$ cat config.mk
export PLATFORM = sky130hd
export DESIGN_NAME = touch_sample_filter
export DESIGN_NICKNAME = d
export VERILOG_FILES = /design/src/hw/rtl/tsf_pkg.sv /design/src/hw/rtl/tsf_queue.sv /design/src/hw/rtl/tsf_front.sv /design/src/hw/rtl/tsf_back.sv /design/src/hw/rtl/touch_sample_filter.sv
export SDC_FILE = /design/constraint.sdc
export NUM_CORES = 2
export LEC_CHECK = 0
export ABC_AREA = 1
export BUFFER_PORTS_ARGS = -buffer_cell sky130_fd_sc_hd__buf_2
export CAP_MARGIN = 0
export CORE_UTILIZATION = 40
export DETAILED_ROUTE_END_ITERATION = 8
export PLACE_DENSITY = 0.53
export RECOVER_POWER = 50
export SYNTH_ARGS = -nofsm -noshare
export SYNTH_HDL_FRONTEND = slang
export SYNTH_SLANG_ARGS = --single-unit
$ cat constraint.sdc
create_clock -name i_clk -period 11.95 [get_ports i_clk]
set_input_delay 1.195 -clock i_clk [delete_from_list [all_inputs] [get_ports i_clk]]
set_output_delay 1.195 -clock i_clk [all_outputs]
set_load 0.1 [all_outputs]
$ cat src/hw/rtl/tsf_pkg.sv
// shared types and constants for the touch sample filter
// no dependencies
`default_nettype none

package tsf_pkg;

    localparam int RAW_W      = 12;
    localparam int COORD_W    = 16;
    localparam int GAIN_W     = 17;
    localparam int OFFS_W     = 12;
    localparam int HOLD_W     = 8;
    localparam int CFG_IDX_W  = 4;
    localparam int CFG_DATA_W = 17;
    localparam int KIND_W     = 3;

    // configuration register indexes
    localparam logic [CFG_IDX_W-1:0] REG_RAW_MODE     = 4'd0;
    localparam logic [CFG_IDX_W-1:0] REG_X_GAIN       = 4'd1;
    localparam logic [CFG_IDX_W-1:0] REG_Y_GAIN       = 4'd2;
    localparam logic [CFG_IDX_W-1:0] REG_X_OFFSET     = 4'd3;
    localparam logic [CFG_IDX_W-1:0] REG_Y_OFFSET     = 4'd4;
    localparam logic [CFG_IDX_W-1:0] REG_MIN_RAW      = 4'd5;
    localparam logic [CFG_IDX_W-1:0] REG_AGREE_WINDOW = 4'd6;
    localparam logic [CFG_IDX_W-1:0] REG_HOLD_SCANS   = 4'd7;

    // group record kinds passed from front to back
    localparam logic [KIND_W-1:0] K_X1      = 3'd0;
    localparam logic [KIND_W-1:0] K_Y1_OK   = 3'd1;
    localparam logic [KIND_W-1:0] K_Y1_FAIL = 3'd2;
    localparam logic [KIND_W-1:0] K_X2      = 3'd3;
    localparam logic [KIND_W-1:0] K_Y2      = 3'd4;
    localparam logic [KIND_W-1:0] K_REL     = 3'd5;

    localparam logic [COORD_W-1:0] COORD_NONE = 16'hFFFF;
    localparam logic [HOLD_W-1:0]  PRESS_MAX  = 8'd255;

    // reset values of the configuration registers
    localparam logic                     RST_RAW_MODE     = 1'b0;
    localparam logic signed [GAIN_W-1:0] RST_X_GAIN       = 17'sd4372;
    localparam logic signed [GAIN_W-1:0] RST_Y_GAIN       = 17'sd5975;
    localparam logic signed [OFFS_W-1:0] RST_X_OFFSET     = -12'sd11;
    localparam logic signed [OFFS_W-1:0] RST_Y_OFFSET     = -12'sd18;
    localparam logic [RAW_W-1:0]         RST_MIN_RAW      = 12'd50;
    localparam logic [RAW_W-1:0]         RST_AGREE_WINDOW = 12'd50;
    localparam logic [HOLD_W-1:0]        RST_HOLD_SCANS   = 8'd2;

    typedef struct packed {
        logic        op;
        logic [15:0] raw_word;
    } t_in;

    typedef struct packed {
        logic [COORD_W-1:0] down_x;
        logic [COORD_W-1:0] down_y;
        logic [COORD_W-1:0] up_x;
        logic [COORD_W-1:0] up_y;
        logic               read_ok;
    } t_out;

    typedef struct packed {
        logic                     raw_mode;
        logic signed [GAIN_W-1:0] x_gain;
        logic signed [GAIN_W-1:0] y_gain;
        logic signed [OFFS_W-1:0] x_offset;
        logic signed [OFFS_W-1:0] y_offset;
        logic [RAW_W-1:0]         min_raw;
        logic [RAW_W-1:0]         agree_window;
        logic [HOLD_W-1:0]        hold_scans;
    } t_cfg;

endpackage

`default_nettype wire

$ cat src/hw/rtl/tsf_queue.sv
// small first-in first-out queue of fixed-width words
// no dependencies
`default_nettype none

module tsf_queue #(
    parameter int WIDTH = 8,
    parameter int DEPTH = 4
) (
    input  logic             i_clk,
    input  logic             i_rst_n,
    input  logic             i_push,
    input  logic [WIDTH-1:0] i_data,
    input  logic             i_pop,
    output logic [WIDTH-1:0] o_data,
    output logic             o_full,
    output logic             o_empty
);

    localparam int PTR_W = (DEPTH > 1) ? $clog2(DEPTH) : 1;
    localparam int CNT_W = $clog2(DEPTH + 1);

    logic [WIDTH-1:0] r_mem [DEPTH];
    logic [PTR_W-1:0] r_wr;
    logic [PTR_W-1:0] r_rd;
    logic [CNT_W-1:0] r_cnt;
    logic [PTR_W-1:0] n_wr;
    logic [PTR_W-1:0] n_rd;
    logic             do_push;
    logic             do_pop;

    assign o_full  = (r_cnt == CNT_W'(DEPTH));
    assign o_empty = (r_cnt == '0);
    assign o_data  = r_mem[r_rd];
    assign do_push = i_push && !o_full;
    assign do_pop  = i_pop && !o_empty;
    assign n_wr    = (r_wr == PTR_W'(DEPTH - 1)) ? '0 : r_wr + 1'b1;
    assign n_rd    = (r_rd == PTR_W'(DEPTH - 1)) ? '0 : r_rd + 1'b1;

    always_ff @(posedge i_clk) begin
        if (do_push) begin
            r_mem[r_wr] <= i_data;
        end
    end

    always_ff @(posedge i_clk) begin
        if (!i_rst_n) begin
            r_wr  <= '0;
            r_rd  <= '0;
            r_cnt <= '0;
        end else begin
            if (do_push) begin
                r_wr <= n_wr;
            end
            if (do_pop) begin
                r_rd <= n_rd;
            end
            case ({do_push, do_pop})
                2'b10: begin
                    r_cnt <= r_cnt + 1'b1;
                end
                2'b01: begin
                    r_cnt <= r_cnt - 1'b1;
                end
                default: begin
                    r_cnt <= r_cnt;
                end
            endcase
        end
    end

endmodule

`default_nettype wire

$ cat src/hw/rtl/tsf_front.sv
// front end: takes read words, keeps running sum, min and max per group
// and classifies each finished group or release word; depends on tsf_pkg
`default_nettype none

module tsf_front #(
    parameter int N      = 5,
    parameter int TSUM_W = 14
) (
    input  logic                                i_clk,
    input  logic                                i_rst_n,
    input  logic                                i_push,
    input  tsf_pkg::t_in                        i_item,
    input  logic [tsf_pkg::RAW_W-1:0]           i_min_raw,
    output logic                                o_rec_push,
    output logic [tsf_pkg::KIND_W+TSUM_W-1:0]   o_rec
);

    localparam int DIV   = N - 2;
    localparam int CNT_W = $clog2(N);
    localparam int SUM_W = $clog2(N * 4095 + 1);
    localparam int DIV_W = $clog2(DIV + 1);
    localparam int MP_W  = tsf_pkg::RAW_W + DIV_W;
    localparam int CMP_W = (MP_W > TSUM_W) ? MP_W : TSUM_W;

    logic [CNT_W-1:0]          r_cnt;
    logic [1:0]                r_grp;
    logic [TSUM_W-1:0]         r_x1_tsum;
    logic [SUM_W-1:0]          r_sum;
    logic [tsf_pkg::RAW_W-1:0] r_min;
    logic [tsf_pkg::RAW_W-1:0] r_max;

    logic [SUM_W-1:0]           n_sum;
    logic [tsf_pkg::RAW_W-1:0]  n_min;
    logic [tsf_pkg::RAW_W-1:0]  n_max;
    logic [tsf_pkg::RAW_W-1:0]  sample;
    logic                       first;
    logic                       last;
    logic [SUM_W-1:0]           trim_full;
    logic [TSUM_W-1:0]          tsum;
    logic [MP_W-1:0]            min_prod;
    logic                       low;
    logic                       x1_low;
    logic                       y1_fail;
    logic [tsf_pkg::KIND_W-1:0] kind;

    assign sample    = i_item.raw_word[15:4];
    assign first     = (r_cnt == '0);
    assign last      = (r_cnt == CNT_W'(N - 1));
    assign n_sum     = first ? SUM_W'(sample) : r_sum + SUM_W'(sample);
    assign n_min     = (first || sample < r_min) ? sample : r_min;
    assign n_max     = (first || sample > r_max) ? sample : r_max;
    assign trim_full = n_sum - SUM_W'(n_min) - SUM_W'(n_max);
    assign tsum      = TSUM_W'(trim_full);
    // mean below min_raw is the same as trimmed sum below min_raw times the divisor
    assign min_prod  = MP_W'(i_min_raw) * MP_W'(DIV);
    assign low       = CMP_W'(tsum) < CMP_W'(min_prod);
    assign x1_low    = CMP_W'(r_x1_tsum) < CMP_W'(min_prod);
    assign y1_fail   = x1_low || low;

    always_comb begin
        case (r_grp)
            2'd0: begin
                kind = tsf_pkg::K_X1;
            end
            2'd1: begin
                kind = y1_fail ? tsf_pkg::K_Y1_FAIL : tsf_pkg::K_Y1_OK;
            end
            2'd2: begin
                kind = tsf_pkg::K_X2;
            end
            default: begin
                kind = tsf_pkg::K_Y2;
            end
        endcase
    end

    assign o_rec_push = i_push && (i_item.op || last);
    assign o_rec      = i_item.op ? {tsf_pkg::K_REL, TSUM_W'(0)} : {kind, tsum};

    always_ff @(posedge i_clk) begin
        if (!i_rst_n) begin
            r_cnt     <= '0;
            r_grp     <= '0;
            r_x1_tsum <= '0;
        end else if (i_push) begin
            if (i_item.op) begin
                r_cnt <= '0;
                r_grp <= '0;
            end else if (last) begin
                r_cnt <= '0;
                case (r_grp)
                    2'd0: begin
                        r_grp     <= 2'd1;
                        r_x1_tsum <= tsum;
                    end
                    2'd1: begin
                        r_grp <= y1_fail ? 2'd0 : 2'd2;
                    end
                    2'd2: begin
                        r_grp <= 2'd3;
                    end
                    default: begin
                        r_grp <= 2'd0;
                    end
                endcase
            end else begin
                r_cnt <= r_cnt + 1'b1;
            end
        end
    end

    always_ff @(posedge i_clk) begin
        if (i_push && !i_item.op) begin
            r_sum <= n_sum;
            r_min <= n_min;
            r_max <= n_max;
        end
    end

endmodule

`default_nettype wire

$ cat src/hw/rtl/tsf_back.sv
// back end: divides group sums, checks pairs, calibrates and keeps the
// coordinate and press state; depends on tsf_pkg
`default_nettype none

module tsf_back #(
    parameter int N      = 5,
    parameter int TSUM_W = 14
) (
    input  logic                              i_clk,
    input  logic                              i_rst_n,
    input  tsf_pkg::t_cfg                     i_cfg,
    input  logic                              i_q_empty,
    input  logic [tsf_pkg::KIND_W+TSUM_W-1:0] i_rec,
    output logic                              o_q_pop,
    input  logic                              i_out_full,
    output logic                              o_out_push,
    output tsf_pkg::t_out                     o_result
);

    localparam int RAW_W   = tsf_pkg::RAW_W;
    localparam int COORD_W = tsf_pkg::COORD_W;
    localparam int KIND_W  = tsf_pkg::KIND_W;
    localparam int DIV     = N - 2;
    localparam int DIV_W   = $clog2(DIV + 1);
    localparam int K       = TSUM_W;
    localparam int PROD_W  = TSUM_W + K + 1;
    localparam int QD_W    = TSUM_W + DIV_W;
    localparam int MUL_W   = tsf_pkg::GAIN_W + RAW_W + 1;
    localparam int VAL_W   = 32;
    localparam logic [K:0] RECIP = (K + 1)'((64'd1 << K) / DIV);

    logic en;

    // stage 1: reciprocal product
    logic              r1_valid;
    logic [KIND_W-1:0] r1_kind;
    logic [TSUM_W-1:0] r1_tsum;
    logic [PROD_W-1:0] r1_prod;
    // stage 2: group mean
    logic              r2_valid;
    logic [KIND_W-1:0] r2_kind;
    logic [RAW_W-1:0]  r2_mean;
    // stage 3: pair checks and averages
    logic              r3_valid;
    logic              r3_rel;
    logic              r3_ok;
    logic [RAW_W-1:0]  r3_ax;
    logic [RAW_W-1:0]  r3_ay;
    // stage 4: calibration products
    logic                    r4_valid;
    logic                    r4_rel;
    logic                    r4_ok;
    logic [RAW_W-1:0]        r4_ax;
    logic [RAW_W-1:0]        r4_ay;
    logic signed [MUL_W-1:0] r4_px;
    logic signed [MUL_W-1:0] r4_py;

    logic [RAW_W-1:0]          r_fx;
    logic [RAW_W-1:0]          r_fy;
    logic [RAW_W-1:0]          r_sx;
    logic [COORD_W-1:0]        r_last_x;
    logic [COORD_W-1:0]        r_last_y;
    logic [tsf_pkg::HOLD_W-1:0] r_press;

    logic [KIND_W-1:0] rec_kind;
    logic [TSUM_W-1:0] rec_tsum;
    logic [TSUM_W-1:0] q0;
    logic [QD_W-1:0]   qd;
    logic [QD_W-1:0]   rem;
    logic [TSUM_W-1:0] qc;

    logic [RAW_W-1:0] dx;
    logic [RAW_W-1:0] dy;
    logic [RAW_W:0]   sum_x;
    logic [RAW_W:0]   sum_y;
    logic             y2_ok;
    logic             is_result;

    logic signed [VAL_W-1:0] val_x;
    logic signed [VAL_W-1:0] val_y;
    logic [COORD_W-1:0]      cal_x;
    logic [COORD_W-1:0]      cal_y;
    logic [COORD_W-1:0]      new_x;
    logic [COORD_W-1:0]      new_y;
    logic                    up_seen;

    assign en         = !r4_valid || !i_out_full;
    assign o_q_pop    = en && !i_q_empty;
    assign o_out_push = r4_valid && !i_out_full;
    assign rec_kind   = i_rec[KIND_W+TSUM_W-1:TSUM_W];
    assign rec_tsum   = i_rec[TSUM_W-1:0];

    // divide by the constant through its reciprocal, then one correction step
    assign q0  = r1_prod[K +: TSUM_W];
    assign qd  = QD_W'(q0) * QD_W'(DIV);
    assign rem = QD_W'(r1_tsum) - qd;
    assign qc  = (rem >= QD_W'(DIV)) ? q0 + 1'b1 : q0;

    assign dx    = (r_fx > r_sx) ? r_fx - r_sx : r_sx - r_fx;
    assign dy    = (r_fy > r2_mean) ? r_fy - r2_mean : r2_mean - r_fy;
    assign sum_x = {1'b0, r_fx} + {1'b0, r_sx};
    assign sum_y = {1'b0, r_fy} + {1'b0, r2_mean};
    assign y2_ok = (r_sx >= i_cfg.min_raw) && (r2_mean >= i_cfg.min_raw)
                   && (dx < i_cfg.agree_window) && (dy < i_cfg.agree_window);
    assign is_result = (r2_kind == tsf_pkg::K_Y1_FAIL) || (r2_kind == tsf_pkg::K_Y2)
                       || (r2_kind == tsf_pkg::K_REL);

    assign val_x = VAL_W'(r4_px) + (VAL_W'(i_cfg.x_offset) <<< 16);
    assign val_y = VAL_W'(r4_py) + (VAL_W'(i_cfg.y_offset) <<< 16);
    assign cal_x = val_x[VAL_W-1] ? '0 : val_x[VAL_W-1 -: COORD_W];
    assign cal_y = val_y[VAL_W-1] ? '0 : val_y[VAL_W-1 -: COORD_W];
    assign new_x = i_cfg.raw_mode ? COORD_W'(r4_ax) : cal_x;
    assign new_y = i_cfg.raw_mode ? COORD_W'(r4_ay) : cal_y;
    assign up_seen = r_press > i_cfg.hold_scans;

    always_comb begin
        if (r4_rel) begin
            o_result.down_x  = tsf_pkg::COORD_NONE;
            o_result.down_y  = tsf_pkg::COORD_NONE;
            o_result.up_x    = up_seen ? r_last_x : tsf_pkg::COORD_NONE;
            o_result.up_y    = up_seen ? r_last_y : tsf_pkg::COORD_NONE;
            o_result.read_ok = 1'b0;
        end else begin
            o_result.down_x  = r4_ok ? new_x : r_last_x;
            o_result.down_y  = r4_ok ? new_y : r_last_y;
            o_result.up_x    = tsf_pkg::COORD_NONE;
            o_result.up_y    = tsf_pkg::COORD_NONE;
            o_result.read_ok = r4_ok;
        end
    end

    always_ff @(posedge i_clk) begin
        if (!i_rst_n) begin
            r1_valid <= 1'b0;
            r2_valid <= 1'b0;
            r3_valid <= 1'b0;
            r4_valid <= 1'b0;
        end else if (en) begin
            r1_valid <= !i_q_empty;
            r2_valid <= r1_valid;
            r3_valid <= r2_valid && is_result;
            r4_valid <= r3_valid;
        end
    end

    always_ff @(posedge i_clk) begin
        if (en) begin
            r1_kind <= rec_kind;
            r1_tsum <= rec_tsum;
            r1_prod <= PROD_W'(rec_tsum) * PROD_W'(RECIP);
            r2_kind <= r1_kind;
            r2_mean <= RAW_W'(qc);
            r3_rel  <= (r2_kind == tsf_pkg::K_REL);
            r3_ok   <= (r2_kind == tsf_pkg::K_Y2) && y2_ok;
            r3_ax   <= sum_x[RAW_W:1];
            r3_ay   <= sum_y[RAW_W:1];
            r4_rel  <= r3_rel;
            r4_ok   <= r3_ok;
            r4_ax   <= r3_ax;
            r4_ay   <= r3_ay;
            r4_px   <= MUL_W'(i_cfg.x_gain) * MUL_W'($signed({1'b0, r3_ax}));
            r4_py   <= MUL_W'(i_cfg.y_gain) * MUL_W'($signed({1'b0, r3_ay}));
        end
    end

    always_ff @(posedge i_clk) begin
        if (!i_rst_n) begin
            r_fx <= '0;
            r_fy <= '0;
            r_sx <= '0;
        end else if (en && r2_valid) begin
            case (r2_kind)
                tsf_pkg::K_X1: begin
                    r_fx <= r2_mean;
                end
                tsf_pkg::K_Y1_OK, tsf_pkg::K_Y1_FAIL: begin
                    r_fy <= r2_mean;
                end
                tsf_pkg::K_X2: begin
                    r_sx <= r2_mean;
                end
                default: begin
                end
            endcase
        end
    end

    always_ff @(posedge i_clk) begin
        if (!i_rst_n) begin
            r_last_x <= '0;
            r_last_y <= '0;
            r_press  <= '0;
        end else if (o_out_push) begin
            if (r4_rel) begin
                r_press <= '0;
            end else begin
                if (r_press != tsf_pkg::PRESS_MAX) begin
                    r_press <= r_press + 1'b1;
                end
                if (r4_ok) begin
                    r_last_x <= new_x;
                    r_last_y <= new_y;
                end
            end
        end
    end

endmodule

`default_nettype wire

$ cat src/hw/rtl/touch_sample_filter.sv
// touch sample filter, top level: one read word accepted per cycle while full is low
// a result comes from the word that ends a scan or the release word, through
// the record queue and four back-end stages (reciprocal, mean, check, multiply)
// synchronous active-low reset clears control, counters, coordinates and press
// count and loads the default calibration; no clearing pass
`default_nettype none

module touch_sample_filter #(
    parameter int SAMPLES_PER_AXIS = 5,
    parameter int QUEUE_DEPTH      = 4
) (
    input  logic                              i_clk,
    input  logic                              i_rst_n,
    input  logic                              push,
    output logic                              full,
    input  tsf_pkg::t_in                      i_item,
    output logic                              empty,
    input  logic                              pop,
    output tsf_pkg::t_out                     o_result,
    input  logic                              i_cfg_valid,
    output logic                              o_cfg_ready,
    input  logic [tsf_pkg::CFG_IDX_W-1:0]     i_cfg_index,
    input  logic [tsf_pkg::CFG_DATA_W-1:0]    i_cfg_data
);

    localparam int DIV       = SAMPLES_PER_AXIS - 2;
    localparam int TSUM_W    = $clog2(DIV * 4095 + 1);
    localparam int REC_W     = tsf_pkg::KIND_W + TSUM_W;
    localparam int OUT_W     = $bits(tsf_pkg::t_out);
    localparam int OUT_DEPTH = 2;

    tsf_pkg::t_cfg r_cfg;

    logic             in_acc;
    logic             q_push;
    logic [REC_W-1:0] q_wdata;
    logic [REC_W-1:0] q_rdata;
    logic             q_pop;
    logic             q_empty;
    logic             out_push;
    logic             out_full;
    tsf_pkg::t_out    out_data;
    logic [OUT_W-1:0] out_rdata;

    assign o_cfg_ready = 1'b1;
    assign in_acc      = push && !full;
    assign o_result    = tsf_pkg::t_out'(out_rdata);

    always_ff @(posedge i_clk) begin
        if (!i_rst_n) begin
            r_cfg.raw_mode     <= tsf_pkg::RST_RAW_MODE;
            r_cfg.x_gain       <= tsf_pkg::RST_X_GAIN;
            r_cfg.y_gain       <= tsf_pkg::RST_Y_GAIN;
            r_cfg.x_offset     <= tsf_pkg::RST_X_OFFSET;
            r_cfg.y_offset     <= tsf_pkg::RST_Y_OFFSET;
            r_cfg.min_raw      <= tsf_pkg::RST_MIN_RAW;
            r_cfg.agree_window <= tsf_pkg::RST_AGREE_WINDOW;
            r_cfg.hold_scans   <= tsf_pkg::RST_HOLD_SCANS;
        end else if (i_cfg_valid) begin
            case (i_cfg_index)
                tsf_pkg::REG_RAW_MODE: begin
                    r_cfg.raw_mode <= i_cfg_data[0];
                end
                tsf_pkg::REG_X_GAIN: begin
                    r_cfg.x_gain <= i_cfg_data;
                end
                tsf_pkg::REG_Y_GAIN: begin
                    r_cfg.y_gain <= i_cfg_data;
                end
                tsf_pkg::REG_X_OFFSET: begin
                    r_cfg.x_offset <= i_cfg_data[tsf_pkg::OFFS_W-1:0];
                end
                tsf_pkg::REG_Y_OFFSET: begin
                    r_cfg.y_offset <= i_cfg_data[tsf_pkg::OFFS_W-1:0];
                end
                tsf_pkg::REG_MIN_RAW: begin
                    r_cfg.min_raw <= i_cfg_data[tsf_pkg::RAW_W-1:0];
                end
                tsf_pkg::REG_AGREE_WINDOW: begin
                    r_cfg.agree_window <= i_cfg_data[tsf_pkg::RAW_W-1:0];
                end
                tsf_pkg::REG_HOLD_SCANS: begin
                    r_cfg.hold_scans <= i_cfg_data[tsf_pkg::HOLD_W-1:0];
                end
                default: begin
                end
            endcase
        end
    end

    tsf_front #(
        .N      (SAMPLES_PER_AXIS),
        .TSUM_W (TSUM_W)
    ) u_front (
        .i_clk      (i_clk),
        .i_rst_n    (i_rst_n),
        .i_push     (in_acc),
        .i_item     (i_item),
        .i_min_raw  (r_cfg.min_raw),
        .o_rec_push (q_push),
        .o_rec      (q_wdata)
    );

    tsf_queue #(
        .WIDTH (REC_W),
        .DEPTH (QUEUE_DEPTH)
    ) u_rec_queue (
        .i_clk   (i_clk),
        .i_rst_n (i_rst_n),
        .i_push  (q_push),
        .i_data  (q_wdata),
        .i_pop   (q_pop),
        .o_data  (q_rdata),
        .o_full  (full),
        .o_empty (q_empty)
    );

    tsf_back #(
        .N      (SAMPLES_PER_AXIS),
        .TSUM_W (TSUM_W)
    ) u_back (
        .i_clk      (i_clk),
        .i_rst_n    (i_rst_n),
        .i_cfg      (r_cfg),
        .i_q_empty  (q_empty),
        .i_rec      (q_rdata),
        .o_q_pop    (q_pop),
        .i_out_full (out_full),
        .o_out_push (out_push),
        .o_result   (out_data)
    );

    tsf_queue #(
        .WIDTH (OUT_W),
        .DEPTH (OUT_DEPTH)
    ) u_out_queue (
        .i_clk   (i_clk),
        .i_rst_n (i_rst_n),
        .i_push  (out_push),
        .i_data  (OUT_W'(out_data)),
        .i_pop   (pop),
        .o_data  (out_rdata),
        .o_full  (out_full),
        .o_empty (empty)
    );

`ifndef SYNTH
    a_rec_no_overflow: assert property (@(posedge i_clk) disable iff (!i_rst_n)
        q_push |-> !full)
        else $error("group record pushed into a full queue");

    a_out_no_overflow: assert property (@(posedge i_clk) disable iff (!i_rst_n)
        out_push |-> !out_full)
        else $error("result pushed into a full output queue");

    a_ok_has_no_up: assert property (@(posedge i_clk) disable iff (!i_rst_n)
        (!empty && o_result.read_ok) |->
        (o_result.up_x == tsf_pkg::COORD_NONE && o_result.up_y == tsf_pkg::COORD_NONE))
        else $error("good read carries an up coordinate");
`endif

endmodule

`default_nettype wire
After elaboration in Yosys (flattened, before gate mapping)

Memories as Yosys holds them, arrays and structs flattened. A register that Yosys moved wholly into a read port is not among the register bits.
Index checks and enable logic that the tools add are counted.

Add/sub/neg operators: 23
Multiply operators: 5
Divide/modulo/power cells: 0
Order comparisons: 12
Equality and inequality tests: 24
Shift operators: 0
Muxes and demuxes: 40
Bitwise gates (word level): 2
Reductions and logical operators: 54

Operator list:

| cell                     | number |
|---|---|
| $mux W16                 | 6 |
| $mux W65                 | 1 |
| $add A30 B28 Y31         | 2 |
| $mul A17 B13 Y30         | 2 |
| $mux W12                 | 5 |
| $sub A12 B12 Y12         | 4 |
| $mux W15                 | 3 |
| $gt A12 B12 Y1           | 3 |
| $lt A12 B12 Y1           | 3 |
| $lt A14 B14 Y1           | 2 |
| $reduce_and A2 Y1        | 14 |
| $sub A14 B12 Y14         | 2 |
| $mul A14 B13 Y27 const B | 1 |
| $add A12 B12 Y13         | 2 |
| $ge A12 B12 Y1           | 2 |
| $mux W17                 | 1 |
| $eq A4 B3 Y1 const B     | 4 |
| $ge A16 B2 Y1 const B    | 1 |
| $mux W2                  | 8 |
| $mux W8                  | 2 |
| $sub A14 B16 Y16         | 1 |
| $add A15 B12 Y15         | 1 |
| $logic_and A1 B1 Y1      | 15 |
| $mul A13 B2 Y15 const B  | 1 |
| 32 further kinds         | 74 |

Register bits: 411
Latch bits: 0
RAM bits: 198
ROM bits: 0
Input bits: 43
Memories kept: 2

Memory list:

| name              | depth | bits a word | rd ports | clocked after Yosys merged registers in | write ports | RTL line        | text |
|---|---|---|---|---|---|---|---|
| u_out_queue.r_mem | 2     | 65          | 1        | 1                                       | 1           | tsf_queue.sv:22 | `logic [WIDTH-1:0] r_mem [DEPTH];` |
| u_rec_queue.r_mem | 4     | 17          | 1        | 1                                       | 1           | tsf_queue.sv:22 |  |

Longest topological paths before layout

Depth after elaboration: 11
Gate-level depth with buffers: 40
Depth with buffers taken out: 39

Hierarchy

A second synthesis with hierarchy kept.

Cells, all modules: 6290
Area total of the unflattened synthesis: 51815.9 µm²

Modules (own cells, without submodules):

| module                   | instances | cells each | area each (µm²) | seq. area each (µm²) |
|---|---|---|---|---|
| tsf_back                 | 1         | 4578       | 34421.8         | 5355.1 |
| tsf_front                | 1         | 741        | 5657.9          | 1521.5 |
| tsf_queue at u_out_queue | 1         | 242        | 5142.4          | 4003.8 |
| touch_sample_filter      | 1         | 494        | 3514.6          | 1821.7 |
| tsf_queue at u_rec_queue | 1         | 235        | 3079.2          | 2222.1 |

Worst setup path before layout

Ideal clock, no wire load.

Kind: input to register
From: in i_item[15] (netlist name)
To: mem u_rec_queue.r_mem[0][15] (netlist name) (data pin)
Arrival: 5.347 ns
Required time: 11.771 ns
Setup slack: 6.424 ns
Stages: 35
Cell sequence: ha_1 nand2_1 inv_1 nand3_1 nor3_1 nand2_1 o2111ai_1 o21ai_0 nand2_1 clkbuf_1 o21ai_0 fa_1 inv_1 ha_1 nand2_1 nand2_1 nand2_1 nand2_1 nor2_1 inv_1 a21oi_1 or2_1 nand2_1 ha_1 nand2_1 nor2_1 a211oi_1 nand2_1 nand2_1 nand3_1 nand2_1 nand2_1 nand2_1 nand2_1 a21oi_1

Elaborated cells on any way between the ends: 15
Classes of those cells: add/sub: 3; order compare: 3; mux: 6; reduce/logical: 3

RTL lines:

| item                       | RTL line                  | text |
|---|---|---|
| start: declaration         | touch_sample_filter.sv:16 | `input tsf_pkg::t_in i_item,` |
| $gt A12 B12 Y1             | tsf_front.sv:51           | `assign n_max = (first \|\| sample > r_max) ? sample : r_max;` |
| $logic_or A1 B1 Y1         | tsf_front.sv:51           |  |
| $mux W12                   | tsf_front.sv:51           |  |
| via u_front.n_max, one bit | tsf_front.sv:34           | `logic [tsf_pkg::RAW_W-1:0] n_max;` |
| $sub A14 B12 Y14           | tsf_front.sv:52           | `assign trim_full = n_sum - SUM_W'(n_min) - SUM_W'(n_max);` |
| via u_front.trim_full[9]   | tsf_front.sv:38           | `logic [SUM_W-1:0] trim_full;` |
| $lt A14 B14 Y1             | tsf_front.sv:56           | `assign low = CMP_W'(tsum) < CMP_W'(min_prod);` |
| $logic_or A1 B1 Y1         | tsf_front.sv:58           | `assign y1_fail = x1_low \|\| low;` |
| $mux W2                    | tsf_front.sv:66           | `kind = y1_fail ? tsf_pkg::K_Y1_FAIL : tsf_pkg::K_Y1_OK;` |
| $pmux W3 S3                | tsf_front.sv:61           | `case (r_grp)` |
| $mux W17                   | tsf_front.sv:78           | `assign o_rec = i_item.op ? {tsf_pkg::K_REL, TSUM_W'(0)} : {kind, tsum};` |
| via q_wdata[15]            | touch_sample_filter.sv:36 | `logic [REC_W-1:0] q_wdata;` |
| end: declaration           | tsf_queue.sv:22           |  |

The timed path passes the listed nets, and every way through them passes these cells.

Worst setup path in the final report

From: reg u_out_queue.r_cnt[1]
To: reg u_rec_queue.r_cnt[2]

Word-level cells in the longest chain between the ends: 7
Elaborated cells on any way between the ends: 9
Classes of those cells: eq/ne: 3; mux: 1; reduce/logical: 5

Ends and longest elaborated chain:

| item                                                     | RTL line        | text |
|---|---|---|
| start: declaration                                       | tsf_queue.sv:25 | `logic [CNT_W-1:0] r_cnt;` |
| start signal: assignment                                 | tsf_queue.sv:59 | `r_cnt <= r_cnt + 1'b1;` |
| start signal: assignment                                 | tsf_queue.sv:62 | `r_cnt <= r_cnt - 1'b1;` |
| start signal: assignment                                 | tsf_queue.sv:65 | `r_cnt <= r_cnt;` |
| $eq A2 B2 Y1 *                                           | tsf_queue.sv:31 | `assign o_full = (r_cnt == CNT_W'(DEPTH));` |
| $logic_not A1 Y1 *                                       | tsf_back.sv:87  | `assign en = !r4_valid \|\| !i_out_full;` |
| $logic_or A1 B1 Y1 *                                     | tsf_back.sv:87  |  |
| $logic_and A1 B1 Y1 *                                    | tsf_back.sv:88  | `assign o_q_pop = en && !i_q_empty;` |
| $logic_and A1 B1 Y1 *                                    | tsf_queue.sv:35 | `assign do_pop = i_pop && !o_empty;` |
| via u_rec_queue.do_pop                                   | tsf_queue.sv:29 | `logic do_pop;` |
| $eq A2 B1 Y1 / $eq A2 B2 Y1 (equally long branches)      | tsf_queue.sv:57 | `case ({do_push, do_pop})` |
| $pmux W3 S2 / $reduce_bool A2 Y1 (equally long branches) | n/a             |  |
| end signal: assignment                                   | tsf_queue.sv:59 |  |
| end signal: assignment                                   | tsf_queue.sv:62 |  |
| end signal: assignment                                   | tsf_queue.sv:65 |  |
| end: declaration                                         | tsf_queue.sv:25 |  |

Mark *: on every way through the listed nets, which the timed path passes. The rest lies on a longest branch.
A chain may end at the register's enable or synchronous reset.

==> impl_metrics.csv <==
group,metric,value,unit
global_route,grt_pass1_wl,208,mm
synthesis,synth-simple-area-share,14.6,%
layout,syn2layout_area_growth,8.64,%
synthesis,syn_avg_cell_area,8.45,µm²
synthesis,synth-compound-area-share,10.0,%
synthesis,synth-main-ff-cell,"edfxtp_1",
synthesis,synth_top_family_by_area,"adder cells",
worst_setup_path,end_kind,"flop",
routing,antenna_left,0,
clock_network,cts_root_buffer,"clkbuf_16",
floorplanning,die_h,355,µm
synthesis,synth-xor-area-share,2.91,%
synthesis,synthArstFlopShare,0,%
run_status,violations,"max-capacitance violations, max-slew violations",
sta,relSlewSlack,-164,%
synthesis,synth_mux_area_share,1.47,%
layout,final_cell_mix,"1,249 x inv_1, 1,225 x nand2_1, 476 x ha_1",
routing,drt-total-wl,129,mm
clock_network,numCtsBuffers,68,
global_route,use_met3,2.51,%
sta,tns,0,ns
sta,whs,0.419,ns
routing,dr_total_vias,37600,
worst_setup_path,criticalPathCategory,"flop to flop",
layout,instances_no_fill,7610,
sta,finalMaxSlewViolations,522,
global_route,grt.busiest_layer,"met2",
global_route,grt_max_degree,100,
floorplanning,die_w,355,µm
sta,hold_violations,0,
placed_design,hpwl,98.5,mm
synthesis,syn_nets,6867,
global_route,grtUsageTotal,20.8,%
routing,dr.pass1.iters,5,
clock_network,post_cts_resized,0,
worst_setup_path,worst-path-max-fanout,81,
clock_network,clk_pin_slew,0.06,ns
floorplanning,pin_count,111,
worst_setup_path,critPathArrivalTime,7.25,ns
routing,drc,0,
global_route,grt_overflow_total,0,
sta,fmax,148,MHz
sta,rsz0062_at_grt,"false",
sta,worst_slew_pin_slew,3.96,ns
layout,layout-drive-gt1-share,5.56,%
worst_setup_path,critPathRequiredTime,12.47,ns
synthesis,synth_area,49900,µm²
global_route,antenna_found_initial,13,
clock_network,cts_max_level,3,
layout,final_common_cell,"inv_1",
clock_network,hold_buffers,0,
clock_network,cts_tree,"yes",
clock_network,clockBufferDepth,3,
sta,fin_crit,6.74,ns
synthesis,synth-edff-count,361,
layout,nets,6886,
sta,setup_viol,0,
clock_network,clock_latency,0.62,ns
clock_network,cts_sinks,565,
synthesis,synth_seq_cells,565,
global_route,met1_usage,28.3,%
synthesis,ys_types,59,
floorplanning,start_util,40.3,%
routing,drt-wirelength-per-cell,16.9,µm
global_route,grtUsageMet2,35.2,%
synthesis,seq_area_frac_synth,29.9,%
synthesis,netlist_instances,5900,
clock_network,postCtsSetupBuffers,0,
global_route,grt_pass1_vias,38100,
flow_run,cap_violations,9,
run_status,status,"finished with violations",
floorplanning,dieArea,126000,µm²
min_path,hold_class,"flop to flop",
placed_design,port_buffers,105,
placed_design,place.gp.congestion,0.887,
placed_design,post-place-cells,7486,
sta,finClkSkew,0.0314,ns
floorplanning,core_area,124000,µm²
layout,fillers,12400,
synthesis,synthAdderAreaFrac,29.9,%
routing,vias_per_cell,4.94,
worst_setup_path,startpoint_type,"flop",
routing,first_iter_violations,2108,
sta,finalCritPeriodShare,56.4,%
synthesis,yosysWarnings,0,
floorplanning,rows,129,
worst paths after layout:
check	startpoint	to	slack, ns	cells after the start
worst max-delay path	u_out_queue.r_cnt[1]	u_rec_queue.r_cnt[2]	5.21	13
worst min-delay path	u_back.r1_kind[0]	u_back.r2_kind[0]	0.42	0
worst max register to register	u_out_queue.r_cnt[1]	u_rec_queue.r_cnt[2]	5.21	13
worst min register to register	u_back.r1_kind[0]	u_back.r2_kind[0]	0.42	0
per-layer routing:
metal / share of wire (%) / wire length (µm)
met1: 46 / 59900
met5: 0.026 / 34
met4: 2.0 / 2620
met2: 47 / 60100
met3: 4.8 / 6200
stage by stage:
| step | utilization, % | area (µm²) | worst slack (ns) |
|---|---|---|---|
| detailed placement | 42.0 | 52000 | 4.95 |
| global placement | 42.0 | 52000 | 4.93 |
| floorplan | - | 49900 | 6.42 |
| CTS | 43.9 | 54200 | 5.56 |
| finish | 43.8 | 54200 | 5.21 |
| global route | 43.8 | 54200 | 4.47 |
cell usage after synthesis (all sizes together) (18+ instances only):
cell / instances / area [µm²]
inv: 1263 / 4740
nand2: 1232 / 4640
ha: 476 / 5960
fa: 448 / 8970
a21oi: 437 / 2210
edfxtp: 361 / 10800
o21ai: 312 / 1570
nor2: 297 / 1120
dfxtp: 204 / 4080
nand3: 185 / 936
clkbuf: 152 / 571
xor2: 110 / 971
mux2: 65 / 732
xnor2: 54 / 480
nor3: 41 / 210
buf: 38 / 195
nand4: 38 / 238
o211ai: 28 / 210
a31oi: 18 / 113
cell families (layout without fill, tap and decap cells):
| group | count (synthesis) | in the layout |
|---|---|---|
| buffers and inverters | 1457 | 1528 |
| AO/OA/AOI/OAI | 911 | 911 |
| XOR/XNOR | 164 | 164 |
| other | 1 | 3 |
| adder cells (fa/ha/maj) | 924 | 924 |
| AND/OR/NAND/NOR | 1813 | 1813 |
| multiplexers | 65 | 65 |
| flip-flops | 565 | 565 |
cell type report:
type	count	area (µm²)	area share, %
Timing Repair Buffer	139	714	1.32
Sequential cell	565	14900	27.6
Inverter	1267	4760	8.78
Clock inverter	36	412	0.760
Multi-Input combinational cell	3878	29400	54.4
Clock buffer	86	1860	3.44
Tap cell	1637	2050	3.78
Antenna cell	2	5.00	0.00924
worst max-delay path, cell delays in order (launching register included):
cell	delay (ns)
dfxtp_1	0.37
inv_1	0.08
nor3_1	0.27
clkbuf_1	0.38
clkinvlp_2	3.02
nand2_1	1.12
inv_1	0.25
ha_1	0.27
inv_1	0.11
fa_1	0.20
a21oi_1	0.07
o21ai_0	0.10
o21ai_0	0.10
a21oi_1	0.26
registers in the layout, indices dropped and copies added (netlist names), 13 cells and up, named ones only:
signal             flops
u_back.r_last_x       16
u_front.r_x1_tsum     14
u_back.r1_tsum        14
u_rec_queue.r_mem     68
u_front.r_sum         14
u_back.r4_px          14
r_cfg                 91
u_back.r_last_y       16
u_out_queue.r_mem    130
u_back.r1_prod        13
u_back.r4_py          14
Power is not shown: default switching activity piles up to over one toggle a cycle in this logic, so the estimate is an artifact.
